===== src/sv/mbac_pkg.sv =====
`default_nettype none

package mbac_pkg;

  localparam int unsigned COORD_BITS = 12;
  localparam int unsigned CH_BITS    = 8;
  localparam int unsigned SUM_BITS   = 32;
  localparam int unsigned TALLY_BITS = 24;
  localparam int unsigned REM_BITS   = SUM_BITS + 1;
  localparam int unsigned DVS_BITS   = TALLY_BITS + CH_BITS - 1;
  localparam int unsigned QBIT_BITS  = $clog2(CH_BITS);

  localparam logic [TALLY_BITS-1:0] TALLY_MAX = {TALLY_BITS{1'b1}};
  localparam logic [CH_BITS-1:0]    MASK_FULL = {CH_BITS{1'b1}};

  typedef enum logic [1:0] {
    CFG_BOX_LEFT   = 2'd0,
    CFG_BOX_TOP    = 2'd1,
    CFG_BOX_WIDTH  = 2'd2,
    CFG_BOX_HEIGHT = 2'd3
  } cfg_idx_e;

  typedef struct packed {
    logic [COORD_BITS-1:0] pix_x;
    logic [COORD_BITS-1:0] pix_y;
    logic [CH_BITS-1:0]    pixel_blue;
    logic [CH_BITS-1:0]    pixel_green;
    logic [CH_BITS-1:0]    pixel_red;
    logic [CH_BITS-1:0]    mask_level;
    logic                  frame_end;
  } pix_t;

  typedef struct packed {
    logic [CH_BITS-1:0]    mean_blue;
    logic [CH_BITS-1:0]    mean_green;
    logic [CH_BITS-1:0]    mean_red;
    logic [TALLY_BITS-1:0] selected_count;
    logic                  region_empty;
  } res_t;

  // finished frame totals handed from front to back
  typedef struct packed {
    logic [SUM_BITS-1:0]   sum_blue;
    logic [SUM_BITS-1:0]   sum_green;
    logic [SUM_BITS-1:0]   sum_red;
    logic [TALLY_BITS-1:0] pixel_tally;
  } job_t;

  typedef enum logic [1:0] {
    BK_IDLE,
    BK_LOAD,
    BK_DIV,
    BK_DONE
  } bk_state_e;

endpackage

`default_nettype wire


===== src/sv/mbac_front.sv =====
`default_nettype none

module mbac_front import mbac_pkg::*; (
  input  wire logic                  clk_i,
  input  wire logic                  rst_ni,
  input  wire logic                  cfg_we_i,
  input  wire cfg_idx_e              cfg_idx_i,
  input  wire logic [COORD_BITS-1:0] cfg_wdata_i,
  input  wire logic                  push_i,
  input  wire pix_t                  pix_i,
  output logic                       full_o,
  output logic                       job_push_o,
  output job_t                       job_o,
  input  wire logic                  job_full_i
);

  logic [COORD_BITS-1:0] left_q, top_q, width_q, height_q;

  logic                  s1_valid_q;
  logic                  s1_sel_q, s1_last_q;
  logic [CH_BITS-1:0]    s1_b_q, s1_g_q, s1_r_q;

  logic [SUM_BITS-1:0]   sum_b_q, sum_g_q, sum_r_q;
  logic [SUM_BITS-1:0]   sum_b_nx, sum_g_nx, sum_r_nx;
  logic [TALLY_BITS-1:0] tally_q, tally_nx;

  logic [COORD_BITS:0]   x_end, y_end;
  logic                  x_in, y_in, sel;
  logic                  stall, accept, add;

  // box test, bounds one bit wider so they never wrap
  assign x_end = {1'b0, left_q} + {1'b0, width_q};
  assign y_end = {1'b0, top_q} + {1'b0, height_q};
  assign x_in  = (pix_i.pix_x >= left_q) && ({1'b0, pix_i.pix_x} < x_end);
  assign y_in  = (pix_i.pix_y >= top_q) && ({1'b0, pix_i.pix_y} < y_end);
  assign sel   = x_in && y_in && (pix_i.mask_level == MASK_FULL);

  assign stall  = s1_valid_q && s1_last_q && job_full_i;
  assign full_o = stall;
  assign accept = push_i && !stall;

  assign add      = s1_valid_q && s1_sel_q && (tally_q != TALLY_MAX);
  assign sum_b_nx = add ? sum_b_q + SUM_BITS'(s1_b_q) : sum_b_q;
  assign sum_g_nx = add ? sum_g_q + SUM_BITS'(s1_g_q) : sum_g_q;
  assign sum_r_nx = add ? sum_r_q + SUM_BITS'(s1_r_q) : sum_r_q;
  assign tally_nx = add ? tally_q + TALLY_BITS'(1) : tally_q;

  assign job_push_o        = s1_valid_q && s1_last_q && !job_full_i;
  assign job_o.sum_blue    = sum_b_nx;
  assign job_o.sum_green   = sum_g_nx;
  assign job_o.sum_red     = sum_r_nx;
  assign job_o.pixel_tally = tally_nx;

  always_ff @(posedge clk_i or negedge rst_ni) begin
    if (!rst_ni) begin
      left_q   <= '0;
      top_q    <= '0;
      width_q  <= '0;
      height_q <= '0;
    end else if (cfg_we_i) begin
      unique case (cfg_idx_i)
        CFG_BOX_LEFT:   left_q   <= cfg_wdata_i;
        CFG_BOX_TOP:    top_q    <= cfg_wdata_i;
        CFG_BOX_WIDTH:  width_q  <= cfg_wdata_i;
        CFG_BOX_HEIGHT: height_q <= cfg_wdata_i;
        default: ;
      endcase
    end
  end

  always_ff @(posedge clk_i or negedge rst_ni) begin
    if (!rst_ni) begin
      s1_valid_q <= 1'b0;
    end else if (accept) begin
      s1_valid_q <= 1'b1;
    end else if (!stall) begin
      s1_valid_q <= 1'b0;
    end
  end

  always_ff @(posedge clk_i) begin
    if (accept) begin
      s1_sel_q  <= sel;
      s1_last_q <= pix_i.frame_end;
      s1_b_q    <= pix_i.pixel_blue;
      s1_g_q    <= pix_i.pixel_green;
      s1_r_q    <= pix_i.pixel_red;
    end
  end

  // accumulators, cleared once the frame totals enter the queue
  always_ff @(posedge clk_i or negedge rst_ni) begin
    if (!rst_ni) begin
      sum_b_q <= '0;
      sum_g_q <= '0;
      sum_r_q <= '0;
      tally_q <= '0;
    end else if (job_push_o) begin
      sum_b_q <= '0;
      sum_g_q <= '0;
      sum_r_q <= '0;
      tally_q <= '0;
    end else if (s1_valid_q && !s1_last_q) begin
      sum_b_q <= sum_b_nx;
      sum_g_q <= sum_g_nx;
      sum_r_q <= sum_r_nx;
      tally_q <= tally_nx;
    end
  end

endmodule

`default_nettype wire


===== src/sv/mbac_fifo.sv =====
`default_nettype none

module mbac_fifo import mbac_pkg::*; #(
  parameter int unsigned DEPTH = 2
) (
  input  wire logic clk_i,
  input  wire logic rst_ni,
  input  wire logic push_i,
  input  wire job_t data_i,
  output logic      full_o,
  input  wire logic pop_i,
  output job_t      data_o,
  output logic      empty_o
);

  localparam int unsigned AW = (DEPTH > 1) ? $clog2(DEPTH) : 1;
  localparam int unsigned CW = $clog2(DEPTH + 1);

  job_t          mem_q [DEPTH];
  logic [AW-1:0] wr_ptr_q, rd_ptr_q;
  logic [CW-1:0] cnt_q;
  logic          do_push, do_pop;

  assign full_o  = (cnt_q == CW'(DEPTH));
  assign empty_o = (cnt_q == '0);
  assign do_push = push_i && !full_o;
  assign do_pop  = pop_i && !empty_o;
  assign data_o  = mem_q[rd_ptr_q];

  always_ff @(posedge clk_i or negedge rst_ni) begin
    if (!rst_ni) begin
      wr_ptr_q <= '0;
      rd_ptr_q <= '0;
      cnt_q    <= '0;
    end else begin
      if (do_push) begin
        wr_ptr_q <= (wr_ptr_q == AW'(DEPTH - 1)) ? '0 : wr_ptr_q + AW'(1);
      end
      if (do_pop) begin
        rd_ptr_q <= (rd_ptr_q == AW'(DEPTH - 1)) ? '0 : rd_ptr_q + AW'(1);
      end
      if (do_push && !do_pop) begin
        cnt_q <= cnt_q + CW'(1);
      end else if (do_pop && !do_push) begin
        cnt_q <= cnt_q - CW'(1);
      end
    end
  end

  always_ff @(posedge clk_i) begin
    if (do_push) begin
      mem_q[wr_ptr_q] <= data_i;
    end
  end

endmodule

`default_nettype wire


===== src/sv/mbac_back.sv =====
`default_nettype none

module mbac_back import mbac_pkg::*; (
  input  wire logic clk_i,
  input  wire logic rst_ni,
  input  wire job_t job_i,
  input  wire logic job_empty_i,
  output logic      job_pop_o,
  output res_t      res_o,
  output logic      empty_o,
  input  wire logic pop_i
);

  localparam logic [1:0] CH_BLUE  = 2'd0;
  localparam logic [1:0] CH_GREEN = 2'd1;
  localparam logic [1:0] CH_RED   = 2'd2;

  bk_state_e            state_q, state_d;
  job_t                 job_q;
  logic [1:0]           ch_q;
  logic [QBIT_BITS-1:0] bit_q;
  logic [REM_BITS-1:0]  rem_q;
  logic [DVS_BITS-1:0]  dvs_q;
  logic [CH_BITS-1:0]   quo_q, quo_nx;
  logic [CH_BITS-1:0]   mean_b_q, mean_g_q, mean_r_q;
  res_t                 out_q;
  logic                 out_valid_q;

  logic                 do_load, do_step, do_emit, tally_zero, ge;
  logic [SUM_BITS-1:0]  sum_sel;

  assign tally_zero = (job_q.pixel_tally == '0);
  assign ge         = (rem_q >= REM_BITS'(dvs_q));
  assign quo_nx     = {quo_q[CH_BITS-2:0], ge};

  always_comb begin
    case (ch_q)
      CH_BLUE:  sum_sel = job_q.sum_blue;
      CH_GREEN: sum_sel = job_q.sum_green;
      default:  sum_sel = job_q.sum_red;
    endcase
  end

  always_comb begin
    state_d = state_q;
    unique case (state_q)
      BK_IDLE: if (!job_empty_i) state_d = BK_LOAD;
      BK_LOAD: state_d = tally_zero ? BK_DONE : BK_DIV;
      BK_DIV: begin
        if (bit_q == '0) begin
          state_d = (ch_q == CH_RED) ? BK_DONE : BK_LOAD;
        end
      end
      BK_DONE: if (!out_valid_q || pop_i) state_d = BK_IDLE;
      default: state_d = BK_IDLE;
    endcase
  end

  always_comb begin
    job_pop_o = 1'b0;
    do_load   = 1'b0;
    do_step   = 1'b0;
    do_emit   = 1'b0;
    unique case (state_q)
      BK_IDLE: job_pop_o = !job_empty_i;
      BK_LOAD: do_load   = !tally_zero;
      BK_DIV:  do_step   = 1'b1;
      BK_DONE: do_emit   = !out_valid_q || pop_i;
      default: ;
    endcase
  end

  always_ff @(posedge clk_i or negedge rst_ni) begin
    if (!rst_ni) begin
      state_q     <= BK_IDLE;
      ch_q        <= CH_BLUE;
      bit_q       <= '0;
      out_valid_q <= 1'b0;
    end else begin
      state_q <= state_d;
      if (job_pop_o) begin
        ch_q <= CH_BLUE;
      end else if (do_step && bit_q == '0) begin
        ch_q <= ch_q + 2'd1;
      end
      if (do_load) begin
        bit_q <= QBIT_BITS'(CH_BITS - 1);
      end else if (do_step) begin
        bit_q <= bit_q - QBIT_BITS'(1);
      end
      if (do_emit) begin
        out_valid_q <= 1'b1;
      end else if (pop_i) begin
        out_valid_q <= 1'b0;
      end
    end
  end

  // one restoring step per cycle, divisor walks down from n << 7
  always_ff @(posedge clk_i) begin
    if (job_pop_o) begin
      job_q <= job_i;
    end
    if (do_load) begin
      rem_q <= REM_BITS'(sum_sel) + REM_BITS'(job_q.pixel_tally >> 1);
      dvs_q <= DVS_BITS'(job_q.pixel_tally) << (CH_BITS - 1);
      quo_q <= '0;
    end else if (do_step) begin
      rem_q <= ge ? rem_q - REM_BITS'(dvs_q) : rem_q;
      dvs_q <= dvs_q >> 1;
      quo_q <= quo_nx;
      if (bit_q == '0) begin
        case (ch_q)
          CH_BLUE:  mean_b_q <= quo_nx;
          CH_GREEN: mean_g_q <= quo_nx;
          default:  mean_r_q <= quo_nx;
        endcase
      end
    end
    if (do_emit) begin
      if (tally_zero) begin
        out_q.mean_blue      <= '0;
        out_q.mean_green     <= '0;
        out_q.mean_red       <= '0;
        out_q.selected_count <= '0;
        out_q.region_empty   <= 1'b1;
      end else begin
        out_q.mean_blue      <= mean_b_q;
        out_q.mean_green     <= mean_g_q;
        out_q.mean_red       <= mean_r_q;
        out_q.selected_count <= job_q.pixel_tally;
        out_q.region_empty   <= 1'b0;
      end
    end
  end

  assign res_o   = out_q;
  assign empty_o = !out_valid_q;

endmodule

`default_nettype wire


===== src/sv/masked_box_average_color_core.sv =====
// masked box average color
// input queue port: push a pixel word (coordinates, blue/green/red, mask level,
// frame_end flag) while full is low; one word per cycle is taken in steady state
// a pixel counts when it lies in the configured box and its mask level is 255
// config port: cfg_we_i with cfg_idx_i (left, top, width, height) and
// cfg_wdata_i, one register per write; write only while the block is idle
// result queue port: a result word sits on res_o while empty is low and is taken
// by pop; one result word per frame, on the word that carries frame_end
// the result word on res_o comes from the back end's shared divider, which per
// channel does one setup step and then 8 quotient bits; an empty region skips
// the division
// throughput: one pixel word per cycle; a frame whose results still wait in the
// back end parks in a queue of JOB_DEPTH frame totals, and full rises only when
// a frame-end word finds that queue full
// a stalled receiver holds the result word; the back end then stops and the
// totals queue fills, after which the front end stalls on the next frame end
// reset clears the box registers to zero, the sums and count, both queues
`default_nettype none

module masked_box_average_color_core import mbac_pkg::*; #(
  parameter int unsigned JOB_DEPTH = 2
) (
  input  wire logic                  clk_i,
  input  wire logic                  rst_ni,
  input  wire logic                  cfg_we_i,
  input  wire cfg_idx_e              cfg_idx_i,
  input  wire logic [COORD_BITS-1:0] cfg_wdata_i,
  input  wire logic                  push,
  output logic                       full,
  input  wire pix_t                  pix_i,
  output logic                       empty,
  input  wire logic                  pop,
  output res_t                       res_o
);

  // frame totals from front end to divider
  logic job_push, job_full, job_pop, job_empty;
  job_t job_in, job_out;

  mbac_front u_front (
    .clk_i       (clk_i),
    .rst_ni      (rst_ni),
    .cfg_we_i    (cfg_we_i),
    .cfg_idx_i   (cfg_idx_i),
    .cfg_wdata_i (cfg_wdata_i),
    .push_i      (push),
    .pix_i       (pix_i),
    .full_o      (full),
    .job_push_o  (job_push),
    .job_o       (job_in),
    .job_full_i  (job_full)
  );

  mbac_fifo #(
    .DEPTH (JOB_DEPTH)
  ) u_job_fifo (
    .clk_i   (clk_i),
    .rst_ni  (rst_ni),
    .push_i  (job_push),
    .data_i  (job_in),
    .full_o  (job_full),
    .pop_i   (job_pop),
    .data_o  (job_out),
    .empty_o (job_empty)
  );

  // rounded means by a shared restoring divider, then the result register
  mbac_back u_back (
    .clk_i       (clk_i),
    .rst_ni      (rst_ni),
    .job_i       (job_out),
    .job_empty_i (job_empty),
    .job_pop_o   (job_pop),
    .res_o       (res_o),
    .empty_o     (empty),
    .pop_i       (pop)
  );

`ifndef SYNTHESIS
  // input stalls only because the totals queue cannot take a frame end
  a_full_needs_job_full : assert property (@(posedge clk_i) disable iff (!rst_ni)
    full |-> job_full)
    else $error("full without a full totals queue");

  // back end never takes totals from an empty queue
  a_pop_not_empty : assert property (@(posedge clk_i) disable iff (!rst_ni)
    job_pop |-> !job_empty)
    else $error("totals popped from empty queue");

  // empty region word carries zero count and zero means
  a_empty_region_zero : assert property (@(posedge clk_i) disable iff (!rst_ni)
    (!empty && res_o.region_empty) |-> (res_o.selected_count == '0 &&
      res_o.mean_blue == '0 && res_o.mean_green == '0 && res_o.mean_red == '0))
    else $error("empty region word with nonzero fields");

  // a non-empty region word has a nonzero count
  a_count_nonzero : assert property (@(posedge clk_i) disable iff (!rst_ni)
    (!empty && !res_o.region_empty) |-> (res_o.selected_count != '0))
    else $error("selected word with zero count");
`endif

endmodule

`default_nettype wire


===== config.mk =====
export PLATFORM = sky130hd
export DESIGN_NAME = masked_box_average_color_core
export DESIGN_NICKNAME = d
export VERILOG_FILES = /design/src/sv/mbac_pkg.sv /design/src/sv/mbac_front.sv /design/src/sv/mbac_fifo.sv /design/src/sv/mbac_back.sv /design/src/sv/masked_box_average_color_core.sv
export SDC_FILE = /design/constraint.sdc
export NUM_CORES = 1
export LEC_CHECK = 0
export BUFFER_PORTS_ARGS = -buffer_cell sky130_fd_sc_hd__buf_2
export CORE_MARGIN = 4
export CORE_UTILIZATION = 55
export CTS_BUF_LIST = sky130_fd_sc_hd__clkbuf_4 sky130_fd_sc_hd__clkbuf_8
export CTS_CLUSTER_SIZE = 28
export DETAILED_ROUTE_END_ITERATION = 10
export HOLD_SLACK_MARGIN = 0.03
export PLACE_DENSITY = 0.74
export SLEW_MARGIN = 30
export SYNTH_ARGS = -nofsm -noshare
export SYNTH_HDL_FRONTEND = slang
export SYNTH_SLANG_ARGS = --single-unit

===== constraint.sdc =====
create_clock -name clk_i -period 11.25 [get_ports clk_i]
set_input_delay 1.125 -clock clk_i [delete_from_list [all_inputs] [get_ports clk_i]]
set_output_delay 1.125 -clock clk_i [all_outputs]
set_load 0.005 [all_outputs]

==> results of run 1 <==
[worst paths after layout]
kind | start | endpoint | depth (start not counted)
worst min register to register | u_back.dvs_q[0] | u_back.dvs_q[0] | 2
worst max register to register | u_back.ch_q[0] | u_back.rem_q[26] | 19
worst max-delay path | u_back.ch_q[0] | u_back.rem_q[26] | 19
max in group asynchronous | rst_ni | u_front.width_q[2] | 3
worst min-delay path | rst_ni | u_front.sum_b_q[6] | 1
min in group clk_i | u_back.dvs_q[0] | u_back.dvs_q[0] | 2
[final cells by class]
class	count	area [um^2]	share of cell area, %
Clock buffer	177	2120	5.54
Inverter	106	398	1.04
Tap cell	837	1050	2.73
Clock inverter	35	287	0.747
Antenna cell	2	5.00	0.0130
Timing Repair Buffer	156	912	2.38
Sequential cell	711	20300	53.0
Multi-Input combinational cell	1915	13300	34.6
[cells in the final DEF (no fill, tap or decap), types with 16 or more instances in the layout]
| cell | count |
|---|---|
| dfrtp_1 | 180 |
| a22oi_1 | 22 |
| o21ai_0 | 188 |
| clkbuf_4 | 50 |
| edfxtp_1 | 516 |
| ha_1 | 155 |
| nand3_1 | 71 |
| xor2_1 | 78 |
| nand4_1 | 18 |
| clkbuf_8 | 128 |
| o21a_1 | 16 |
| nand2b_1 | 29 |
| nor3_1 | 21 |
| buf_2 | 125 |
| a22o_1 | 17 |
| a31oi_1 | 56 |
| xnor2_1 | 113 |
| nor2_1 | 106 |
| buf_4 | 24 |
| mux2_2 | 158 |
| o31ai_1 | 51 |
| a21o_1 | 63 |
| and3_1 | 36 |
| nand2_1 | 341 |
| inv_1 | 105 |
| nor2b_1 | 37 |
| a21oi_1 | 157 |
[kinds of logic after synthesis]
logic type | Yosys count | share of synthesized area, %
adder cells (fa/ha/maj) | 162 | 6.03
AO/OA/AOI/OAI | 657 | 11.9
flip-flops | 711 | 58.9
buffers and inverters | 257 | 2.94
multiplexers | 163 | 5.30
XOR/XNOR | 191 | 4.85
AND/OR/NAND/NOR | 742 | 10.2
[state kept, by name, summed over array words and instances (netlist names), 12 cells and up]
signal,count
u_front.sum_b_q,32
u_job_fifo.mem_q,240
u_back.rem_q,33
u_front.height_q,12
u_front.top_q,12
u_front.left_q,12
u_front.width_q,12
u_back.res_o,49
u_front.sum_r_q,32
u_back.dvs_q,31
u_front.sum_g_q,32
u_front.tally_q,24
u_back.job_q,120
[power by group through the flow]
stage / Clock [mW] / Combinational, mW / Sequential (mW)
floorplan: 0 / 2.62 / 3.93
global placement: 0 / 3.37 / 4.00
detailed placement: 0 / 3.48 / 4.02
CTS: 2.33 / 3.52 / 3.97
global route: 2.45 / 3.94 / 4.02
finish: 2.28 / 3.53 / 3.97
[through the flow]
step / hold WS (ns) / util, % / setup slack (ns) / power [mW] / cell area, um^2
2_1_floorplan: 0.438 / - / 1.03 / 6.54 / 34500
3_3_place_gp: 0.448 / 57.9 / 7.08 / 7.38 / 35900
3_5_place_dp: 0.460 / 58.0 / 6.89 / 7.50 / 35900
4_1_cts: 0.325 / 61.9 / 6.88 / 9.81 / 38300
5_1_grt: 0.369 / 61.9 / 6.52 / 10.4 / 38400
6_report: 0.379 / 61.9 / 6.87 / 9.78 / 38400
[worst reg2reg max path: cells and delay by family (launching register included)]
family	cells	cell delay, ns
compound gates	4	0.93
xor+xnor	1	0.18
fa+ha+maj	3	0.76
buf+inv	4	0.75
flops	1	0.38
mux	1	0.09
simple gates	6	1.00
[per-layer routing]
metal | up-vias | share of wire, % | GRT usage [%]
met2 | 854 | 47 | 37.3
met3 | 172 | 6.7 | 3.73
met4 | 0 | 3.0 | 8.16
met1 | 11200 | 43 | 32.0
met5 | - | 0 | 0
li1 | 10800 | - | -
==> metrics.md, run 1 <==
| Metric | Value |
|---|---|
| Rows | `91` |
| Area of the core | `61,900 um^2` |
| Worst Setup End Kind | `flip-flop` |
| Synth Flop Type | `edfxtp_1` |
| Post-synth EDFFs | `516` |
| Vias in the first global route | `22,900` |
| Final Skew | `0.0437 ns` |
| Slowest stage delay, CP | `0.38 ns` |
| DP Cell Count | `3,725` |
| Chip Width | `258 um` |
| Synth area leader | `edfxtp_1` |
| H-tree depth reported by CTS | `3` |
| Root Driver | `clkbuf_8` |
| Nets | `3,239` |
| Final cycle utilization of the critical path | `38.9%` |
| Tot GR Track Use | `23.1%` |
| Crit path arrival time | `4.79 ns` |
| RSZ-0062 raised after global routing | `no` |
| Post-DP HPWL | `53.4 mm` |
| Cell area power density | `255 nW/um^2` |
| Antenna viol nets, final | `0` |
| R2R setup slack | `6.87 ns` |
| Crit-path max FO | `35` |
| Asr flop ratio synth | `25.5%` |
| Largest net degree at the start of global routing | `78` |
| Boundary pin count | `127` |
| P_sw | `3.46 mW` |
| Share of cells above drive strength 1 | `18.0%` |
| DRC viols | `0` |
| Yosys warns | `0` |
| Crit start category | `flip-flop` |
| Global-route wire length before repair | `123 mm` |
| Setup CP Type | `flip-flop to flip-flop` |
| Switch share | `35.4%` |
| Area Growth Syn to Fin | `11.2%` |
| Cell variety after synth | `77` |
| Starting Density | `55.7%` |
| Cts repair resizes | `0` |
| Count leader, synth | `edfxtp_1` |
| First drt pass iteration count | `6` |
| Reg clk slew, reported paths | `0.06 ns` |
| Routed WL per cell | `19.8 um` |
| Max stage delay cell, worst path | `dfrtp_1` |
| Crit path required time | `11.66 ns` |
| Leak Pwr | `15.4 nW` |
| Fin cells | `3,939` |
| Final WL | `77.9 mm` |
| Worst Tran Pin Value | `0.962 ns` |
| Buf+Inv Stages, Crit Path | `4` |
| Post-CTS setup repair buffer count | `0` |
| Cell Int Power | `6.32 mW` |
| GP Congestion | `0.896` |
| Die area | `66,800 um^2` |
| Via count | `23,000` |
| Synth cell count leaders | `edfxtp_1, nand2_1, o21ai_0` |
| Sequential Power Share | `40.6%` |
| Synthesized instance count | `2,883` |
| Max Slew Vio Count | `0` |
| Share of Yosys cell area claimed by the top area cell type | `44.9%` |
| Family with the most delay on the worst path | `simple AND/OR/NAND/NOR gates` |
| Hold crit path type | `input pin to asynchronous set/reset pin` |
| Skew-Pair Late Insertion Delay | `0.71 ns` |
| Initial antenna violation count | `1` |
| Clock share of power | `23.3%` |
| Clock buffer depth | `3` |
| Synthesized area per cell | `12.0 um^2` |
| Filler Cells Inserted | `4,721` |
| Register bit total from synthesis | `711` |
| Synthesized cell area | `34,500 um^2` |
| Setup TNS | `0 ns` |
| Fin. Hold Viols | `0` |
| Final setup vio count | `0` |
| DRT iter0 DRCs | `2,288` |
| CTS tree | `built` |
| Cell Chain, Critical Path | `inv_1, ha_1, buf_4, nor2_2, buf_4, nand2_1, nand2_1, ha_1, inv_1, fa_1, nand2b_1, a21oi_1, a21oi_1, o211a_1, nor2_1, a31oi_1, nor4_1, xor2_1, mux2i_1` |
| Net Count, Synth | `3,121` |
| Sink Count | `711` |
| Inserted Clock Buffers | `111` |
| Status | `completed` |
| Fmax | `228 MHz` |
| Post-DR vias/cell | `5.84` |
| VDD IR max | `0.117 mV` |
| Hold-fix buffers, CTS | `0` |
| Total gr overflow | `0` |
| Max-slew headroom | `35.7%` |
| Combinational cell fraction of total power | `36.1%` |
| Die Ht | `258 um` |
| Min Tclk post-route | `4.38 ns` |
| Port Buffers | `126` |
| Leading post-synthesis cells by cell area | `edfxtp_1, dfrtp_1, ha_1` |
| Maxcap violations | `0` |
| Sequential element share of the synthesized area | `58.9%` |
No activity file was read; power rests on OpenSTA's default activity.
==> run 2: changes to the inputs <==
--- a/config.mk
+++ b/config.mk
@@ -12,7 +12,7 @@
 export CTS_CLUSTER_SIZE = 28
 export DETAILED_ROUTE_END_ITERATION = 10
 export HOLD_SLACK_MARGIN = 0.03
-export PLACE_DENSITY = 0.74
+export PLACE_DENSITY = 0.77
 export SLEW_MARGIN = 30
 export SYNTH_ARGS = -nofsm -noshare
 export SYNTH_HDL_FRONTEND = slang
==> constraint.sdc (replaced) <==
create_clock -name clk_i -period 3.6 [get_ports clk_i]
set_input_delay 0.36 -clock clk_i [delete_from_list [all_inputs] [get_ports clk_i]]
set_output_delay 0.36 -clock clk_i [all_outputs]
set_load 0.005 [all_outputs]
==> run 2 against run 1 <==
The flow now finishes with violations (setup timing). Flip-flop and latch count unchanged. Non-clock buffer count grew 107. Power rose to 3.3 times the previous value. Critical path type unchanged.
==> metrics.md, run 2 (same netlist as run 1, synthesis figures left out) <==
| Metric | Value |
|---|---|
| Status | `complete, but fails checks` |
| Failing checks | `setup timing` |
| Die Ht | `258 um (unchanged)` |
| Crit path required time | `4.14 ns (-7.52 ns)` |
| DRT iter0 DRCs | `2,142 (-6.4%)` |
| Cell Int Power | `20.6 mW (+230%)` |
| Cell area power density | `803 nW/um^2 (+210%)` |
| Nets | `3,348 (+3.4%)` |
| First drt pass iteration count | `5 (-1)` |
| Clock share of power | `23.1% (-0.2 points)` |
| Maxcap violations | `0 (unchanged)` |
| Initial antenna violation count | `1 (unchanged)` |
| Die area | `66,800 um^2 (unchanged)` |
| Chip Width | `258 um (unchanged)` |
| P_sw | `11.3 mW (+230%)` |
| Hold_ws | `0.172 ns (-0.207 ns)` |
| Global-route wire length before repair | `127 mm (+3.0%)` |
| Root Driver | `clkbuf_8` |
| Rows | `91 (unchanged)` |
| Area of the core | `61,900 um^2 (unchanged)` |
| Port Buffers | `126 (unchanged)` |
| Boundary pin count | `127 (unchanged)` |
| Vias in the first global route | `23,900 (+4.4%)` |
| Post-DP HPWL | `54.7 mm (+2.6%)` |
| H-tree depth reported by CTS | `3 (unchanged)` |
| Final cycle utilization of the critical path | `100% (+61 points)` |
| Fmax | `278 MHz (+22%)` |
| Share of cells above drive strength 1 | `20.7% (+2.7 points)` |
| Antenna viol nets, final | `0 (unchanged)` |
| Total gr overflow | `0 (unchanged)` |
| Setup TNS | `-0.000771 ns (-0.000771 ns)` |
| Fin. Hold Viols | `0 (unchanged)` |
| CTS tree | `built` |
| Leak Pwr | `16.1 nW (+4.0%)` |
| Sink Count | `711 (unchanged)` |
| Final WL | `80.3 mm (+3.1%)` |
| Largest register FFs | `240 (unchanged)` |
| Worst Setup End Kind | `flip-flop` |
| Worst setup slack after layout | `-0.000771 ns (-6.87 ns)` |
| Combinational cell fraction of total power | `38.2% (+2.1 points)` |
| DRC viols | `0 (unchanged)` |
| Largest net degree at the start of global routing | `98 (+26%)` |
| Via count | `23,500 (+2.1%)` |
| Worst Tran Pin Value | `0.875 ns (-0.0867 ns)` |
| Post-DR vias/cell | `5.81 (-0.62%)` |
| Crit path arrival time | `4.14 ns (-0.65 ns)` |
| GP Congestion | `0.925 (+3.2%)` |
| Skew-Pair Late Insertion Delay | `0.73 ns (+0.02 ns)` |
| Clock buffer depth | `3 (unchanged)` |
| Max Slew Vio Count | `0 (unchanged)` |
| VDD IR max | `0.414 mV (+250%)` |
| Filler Cells Inserted | `4,600 (-2.6%)` |
| Final setup vio count | `1 (+1)` |
| Tot GR Track Use | `23.7% (+0.61 points)` |
| Routed WL per cell | `19.8 um (+0.36%)` |
| Hold crit path type | `input pin to flip-flop` |
| Final Skew | `0.0614 ns (+0.0178 ns)` |
| Switch share | `35.4% (about the same)` |
| Starting Density | `55.7% (unchanged)` |
| Min Tclk post-route | `3.60 ns (-0.780 ns)` |
| Reg with most FFs | `u_job_fifo.mem_q` |
| Crit-path max FO | `2 (-94%)` |
| Max-slew headroom | `41.6% (+5.9 points)` |
| Area Growth Syn to Fin | `15.1%` |
| Inserted Clock Buffers | `113 (+1.8%)` |
| Most frequent cells in the layout | `edfxtp_1, nand2_1, o21ai_0` |
| Crit start category | `flip-flop` |
| RSZ-0062 raised after global routing | `yes` |
| Setup CP Type | `flip-flop to flip-flop` |
| Reg clk slew, reported paths | `0.06 ns (about the same)` |
| Most common library cell in the layout ignoring fill and taps | `edfxtp_1` |
| Sequential Power Share | `38.7% (-1.9 points)` |
-- run 2: cell types whose count changed in the layout (fill, tap and decap cells not counted), moves of 6 or more --
cell | previous run | this run
ha_4 | 0 | 7
buf_12 | 1 | 13
clkinv_2 | 9 | 22
clkbuf_4 | 50 | 33
a21oi_2 | 1 | 7
a21oi_1 | 157 | 149
dlygate4sd3_1 | 0 | 40
buf_4 | 24 | 79
ha_1 | 155 | 146
-- run 2: critical path: stages, from the launching register on --
cell and delay, ns:
dfrtp_1 0.38, ha_2 0.20, inv_2 0.07, fa_2 0.21, inv_2 0.04, a21oi_2 0.13, o21bai_2 0.09, a21o_1 0.18
a31o_2 0.25, a21o_1 0.17, a21o_1 0.18, a21oi_2 0.14, xor2_1 0.17, ha_1 0.27, a2111o_1 0.39, o311a_1 0.35
a311oi_2 0.24
-- run 2: what timing repair did --
item                       in CTS  in global routing
buffers inserted                5                 10
hold endpoints to repair      167                  0
hold buffers                   40                  0
pin swaps                      14                  7
cloned                          0                  1
setup endpoints to repair       9                 14
resized for setup              13                 42
-- run 2: final cells by class --
| cell class | instances | area [um^2] | share of cell area (%) |
|---|---|---|---|
| Sequential cell | 711 | 20300 | 51.1 |
| Multi-Input combinational cell | 1915 | 13500 | 34.0 |
| Clock buffer | 165 | 2060 | 5.20 |
| Timing Repair Buffer | 263 | 1970 | 4.95 |
| Tap cell | 837 | 1050 | 2.64 |
| Clock inverter | 49 | 414 | 1.04 |
| Inverter | 106 | 398 | 1.00 |
| Antenna cell | 1 | 2.50 | 0.00630 |
-- run 2: path summary, 6_finish.rpt --
| kind | start | endpoint | slack [ns] | depth (start not counted) |
|---|---|---|---|---|
| hold / removal | pix_i[1] | u_front.s1_sel_q | 0.17 | 5 |
| min in group asynchronous | rst_ni | u_front.tally_q[10] | 0.30 | 2 |
| setup reg to reg | u_front.left_q[0] | u_front.s1_sel_q | -0.0008 | 16 |
| setup / recovery | u_front.left_q[0] | u_front.s1_sel_q | -0.0008 | 16 |
| max in group asynchronous | rst_ni | u_front.left_q[4] | 2.44 | 3 |
| hold reg to reg | u_back.dvs_q[0] | u_back.dvs_q[0] | 0.46 | 2 |
-- run 2: through the flow --
stage          utilization [%]  total power [mW]  std cells  setup WS, ns  instance area, um^2
2_1_floorplan                -              20.3       2883        -0.708                34500
3_5_place_dp              58.9              24.0       3776        -0.165                36500
6_report                  64.1              31.9       4047     -0.000771                39700
4_1_cts                   63.6              31.6       4035      -0.00479                39400
5_1_grt                   64.1              33.7       4047        -0.185                39700
3_3_place_gp              58.8              23.5       3775       -0.0978                36400
-- run 2: metal layers --
metal / up-vias / wire length, um / track usage (%)
met3: 196 / 5470 / 4.04
met5: - / 0 / 0
met1: 11400 / 33000 / 31.7
met4: 0 / 2690 / 8.62
li1: 11000 / - / -
met2: 910 / 39100 / 39.3
-- run 2: power by group through the flow --
stage	Combinational, mW	Sequential, mW	Clock [mW]
after floorplan	8.21	12.1	0
after global placement	11.1	12.4	0
after detailed placement	11.5	12.5	0
after CTS	11.7	12.3	7.52
after global routing	13.4	12.5	7.89
final	12.2	12.3	7.38
==> run 3: changes to the inputs <==
--- a/config.mk
+++ b/config.mk
@@ -6,13 +6,13 @@
 export NUM_CORES = 1
 export LEC_CHECK = 0
 export BUFFER_PORTS_ARGS = -buffer_cell sky130_fd_sc_hd__buf_2
-export CORE_MARGIN = 4
+export CORE_MARGIN = 2
 export CORE_UTILIZATION = 55
-export CTS_BUF_LIST = sky130_fd_sc_hd__clkbuf_4 sky130_fd_sc_hd__clkbuf_8
 export CTS_CLUSTER_SIZE = 28
 export DETAILED_ROUTE_END_ITERATION = 10
 export HOLD_SLACK_MARGIN = 0.03
 export PLACE_DENSITY = 0.77
+export SKIP_CTS_REPAIR_TIMING = 1
 export SLEW_MARGIN = 30
 export SYNTH_ARGS = -nofsm -noshare
 export SYNTH_HDL_FRONTEND = slang
==> run 3 against run 2 <==
The flow still finishes with violations (setup timing). Via count decreased by 0.23%. Clock skew shrank 0.030 ns. Routed wire length rose by 0.41%. Sequential share of layout area up 0.30 points. Hold slack worse by 0.15 ns. Clock-buffer cell count is 66 lower. Global-route usage rose by 1.1 points. Power rose by 1.0%. Clock power grew 6.1%. Setup slack worse by 0.091 ns. Sequential power about the same. Critical path type unchanged. Critical endpoint unchanged. Largest cell class unchanged. Largest power group unchanged.
==> metrics.md, run 3 (same netlist as run 1, synthesis figures left out) <==
| Metric | Value |
|---|---|
| Die area | `64,700 um^2 (-3.1%)` |
| Switch share | `35.3% (-0.064 points)` |
| P_sw | `11.4 mW (+0.85%)` |
| Crit-path max FO | `2 (unchanged)` |
| Port Buffers | `126 (unchanged)` |
| Gr busiest metal | `met2` |
| DP Cell Count | `3,772 (-0.11%)` |
| Max Slew Vio Count | `0 (unchanged)` |
| Cell Chain, Critical Path | `ha_2, inv_2, fa_2, inv_2, a21oi_2, o21bai_1, a21o_1, a31o_2, a21o_1, a21o_1, a21oi_2, xor2_1, ha_1, a2111o_1, o311a_1, a311oi_1` |
| Worst setup slack after layout | `-0.0919 ns (-0.0911 ns)` |
| Reg area | `20,300 um^2 (unchanged)` |
| Total chip power | `32.2 mW (+1.0%)` |
| Vias in the first global route | `23,100 (-3.3%)` |
| Fmax | `271 MHz (-2.5%)` |
| Final cycle utilization of the critical path | `103% (+2.5 points)` |
| Total gr overflow | `0 (unchanged)` |
| Max stage delay cell, worst path | `a2111o_1` |
| Final Skew | `0.0317 ns (-0.0297 ns)` |
| Tot GR Track Use | `24.8% (+1.1 points)` |
| Setup CP Type | `flip-flop to flip-flop` |
| Filler Cells Inserted | `4,538 (-1.3%)` |
| Failing checks | `setup timing` |
| Max-slew headroom | `48.0% (+6.4 points)` |
| Family with the most delay on the worst path | `compound AO/OA/AOI/OAI gates` |
| Crit path required time | `4.06 ns (-0.08 ns)` |
| Hold_ws | `0.0208 ns (-0.152 ns)` |
| Top cell by count, worst path | `a21o_1` |
| Status | `complete, but fails checks` |
| Post-DP HPWL | `54.5 mm (-0.31%)` |
| Multi-input gate area | `13,400 um^2 (-0.75%)` |
| Crit start category | `flip-flop` |
| Global-route wire length before repair | `125 mm (-1.7%)` |
| Clock share of power | `24.3% (+1.2 points)` |
| GP Congestion | `0.932 (+0.80%)` |
| Post-route design area | `39,500 um^2 (-0.58%)` |
| CTS tree | `built` |
| Skew-Pair Late Insertion Delay | `0.64 ns (-0.09 ns)` |
| Reg clk slew, reported paths | `0.06 ns (about the same)` |
| Worst Setup End Kind | `flip-flop` |
| Post-DR vias/cell | `5.92 (+2.0%)` |
| Slowest stage delay, CP | `0.39 ns (about the same)` |
| Reg with most FFs | `u_job_fifo.mem_q` |
| GR Layer Usage met1 | `32.7% (+1.0 points)` |
| H-tree depth reported by CTS | `3 (unchanged)` |
| Chip Width | `254 um (-1.5%)` |
| Maxcap violations | `0 (unchanged)` |
| Sink Count | `711 (unchanged)` |
| Setup WS pre-CTS | `-0.261 ns (-0.0965 ns)` |
| VDD IR max | `0.597 mV (+44%)` |
| Fin cells | `3,958 (-2.2%)` |
| Area Growth Syn to Fin | `14.4%` |
| Cell Int Power | `20.8 mW (+1.1%)` |
| Rows | `91 (unchanged)` |
| Initial antenna violation count | `1 (unchanged)` |
| Share of cells above drive strength 1 | `18.0% (-2.7 points)` |
| R2R setup slack | `-0.09 ns (-0.09 ns)` |
| DRC viols | `0 (unchanged)` |
| Sequential Power Share | `38.6% (about the same)` |
| Largest net degree at the start of global routing | `121 (+23%)` |
| Cell area power density | `816 nW/um^2 (+1.6%)` |
| Largest register FFs | `240 (unchanged)` |
| DRT iter0 DRCs | `2,074 (-3.2%)` |
| Via count | `23,400 (-0.23%)` |
| Starting Density | `55.8% (+0.10 points)` |
| Min Tclk post-route | `3.69 ns (+0.0911 ns)` |
| Leak Pwr | `15.9 nW (-1.2%)` |
| GR Layer Usage met2 | `40.3% (+0.99 points)` |
| Fin. Hold Viols | `0 (unchanged)` |
| Antenna viol nets, final | `0 (unchanged)` |
| Placed instance area | `36,400 um^2 (-0.22%)` |
| Most common library cell in the layout ignoring fill and taps | `edfxtp_1` |
| Die Ht | `254 um (-1.5%)` |
| Crit path arrival time | `4.15 ns (about the same)` |
| Root Driver | `clkbuf_16` |
| Clock buffer depth | `3 (unchanged)` |
| Worst Tran Pin Value | `0.760 ns (-0.115 ns)` |
| Inserted Clock Buffers | `75 (-34%)` |
| Final setup vio count | `1 (unchanged)` |
| Most frequent cells in the layout | `edfxtp_1, nand2_1, o21ai_0` |
| RSZ-0062 raised after global routing | `yes` |
| Routed WL per cell | `20.4 um (+2.7%)` |
| Grt met3 use | `4.19% (+0.16 points)` |
| Area of the core | `61,800 um^2 (-0.18%)` |
| Boundary pin count | `127 (unchanged)` |
| Hold crit path type | `input pin to flip-flop` |
| Final WL | `80.7 mm (+0.41%)` |
| Buf+Inv Stages, Crit Path | `2 (unchanged)` |
| First drt pass iteration count | `7 (+2)` |
| Nets | `3,296 (-1.6%)` |
| Combinational cell fraction of total power | `37.1% (-1.1 points)` |
## run 3: changes by cell type in the layout (fill, tap and decap cells not counted), sizes merged
cell	previous run	this run
clkbuf	165	100
clkinv	38	22
buf	223	212
inv	107	112
dlygate4sd3	40	36
clkinvlp	3	6
bufinv	7	6
## run 3: layout make-up
type                    count  area share [%]
multi-input cells        1915            34.0
repair buffers            249            4.54
flip-flops and latches    711            51.4
clock buffers              99            5.26
clock inverters            40            1.13
well taps                 837            2.65
diodes                      1         0.00634
inverters                 106            1.01
## run 3: power groups by stage
stage	registers, mW	clock network, mW	logic [mW]
after floorplan	12.1	0	8.21
after global placement	12.5	0	11.1
after detailed placement	12.5	0	11.4
after CTS	12.4	7.93	11.6
after global routing	12.6	8.25	13.2
final	12.4	7.83	12.0
## run 3: worst min-delay path: cells and delay by family
family | cells | cell delay, ns
buffers and inverters | 1 | 0.13
AO/OA/AOI/OAI | 1 | 0.07
AND/OR/NAND/NOR | 1 | 0.06
## run 3: metrics by stage
step	TNS, ns	utilization [%]
final	-0.0919	63.9
after global placement	-0.0581	58.8
after global routing	-1.06	63.9
after CTS	-0.942	62.9
after floorplan	-35.98	-
after detailed placement	-0.502	58.8
## run 3: path summary, 6_finish.rpt
kind,start,end,cells after the start
worst max-delay path,u_front.left_q[0],u_front.s1_sel_q,16
worst min-delay path,cfg_wdata_i[8],u_front.left_q[8],3
min in group asynchronous,rst_ni,u_front.sum_b_q[3],2
worst min register to register,u_back.dvs_q[0],u_back.dvs_q[0],2
worst max register to register,u_front.left_q[0],u_front.s1_sel_q,16
max in group asynchronous,rst_ni,u_job_fifo.rd_ptr_q,3
## run 3: per-layer routing
metal / vias up / part of all wire (%)
met2: 917 / 48
met3: 207 / 6.8
met5: - / 0
li1: 10900 / -
met4: 0 / 4.2
met1: 11400 / 41
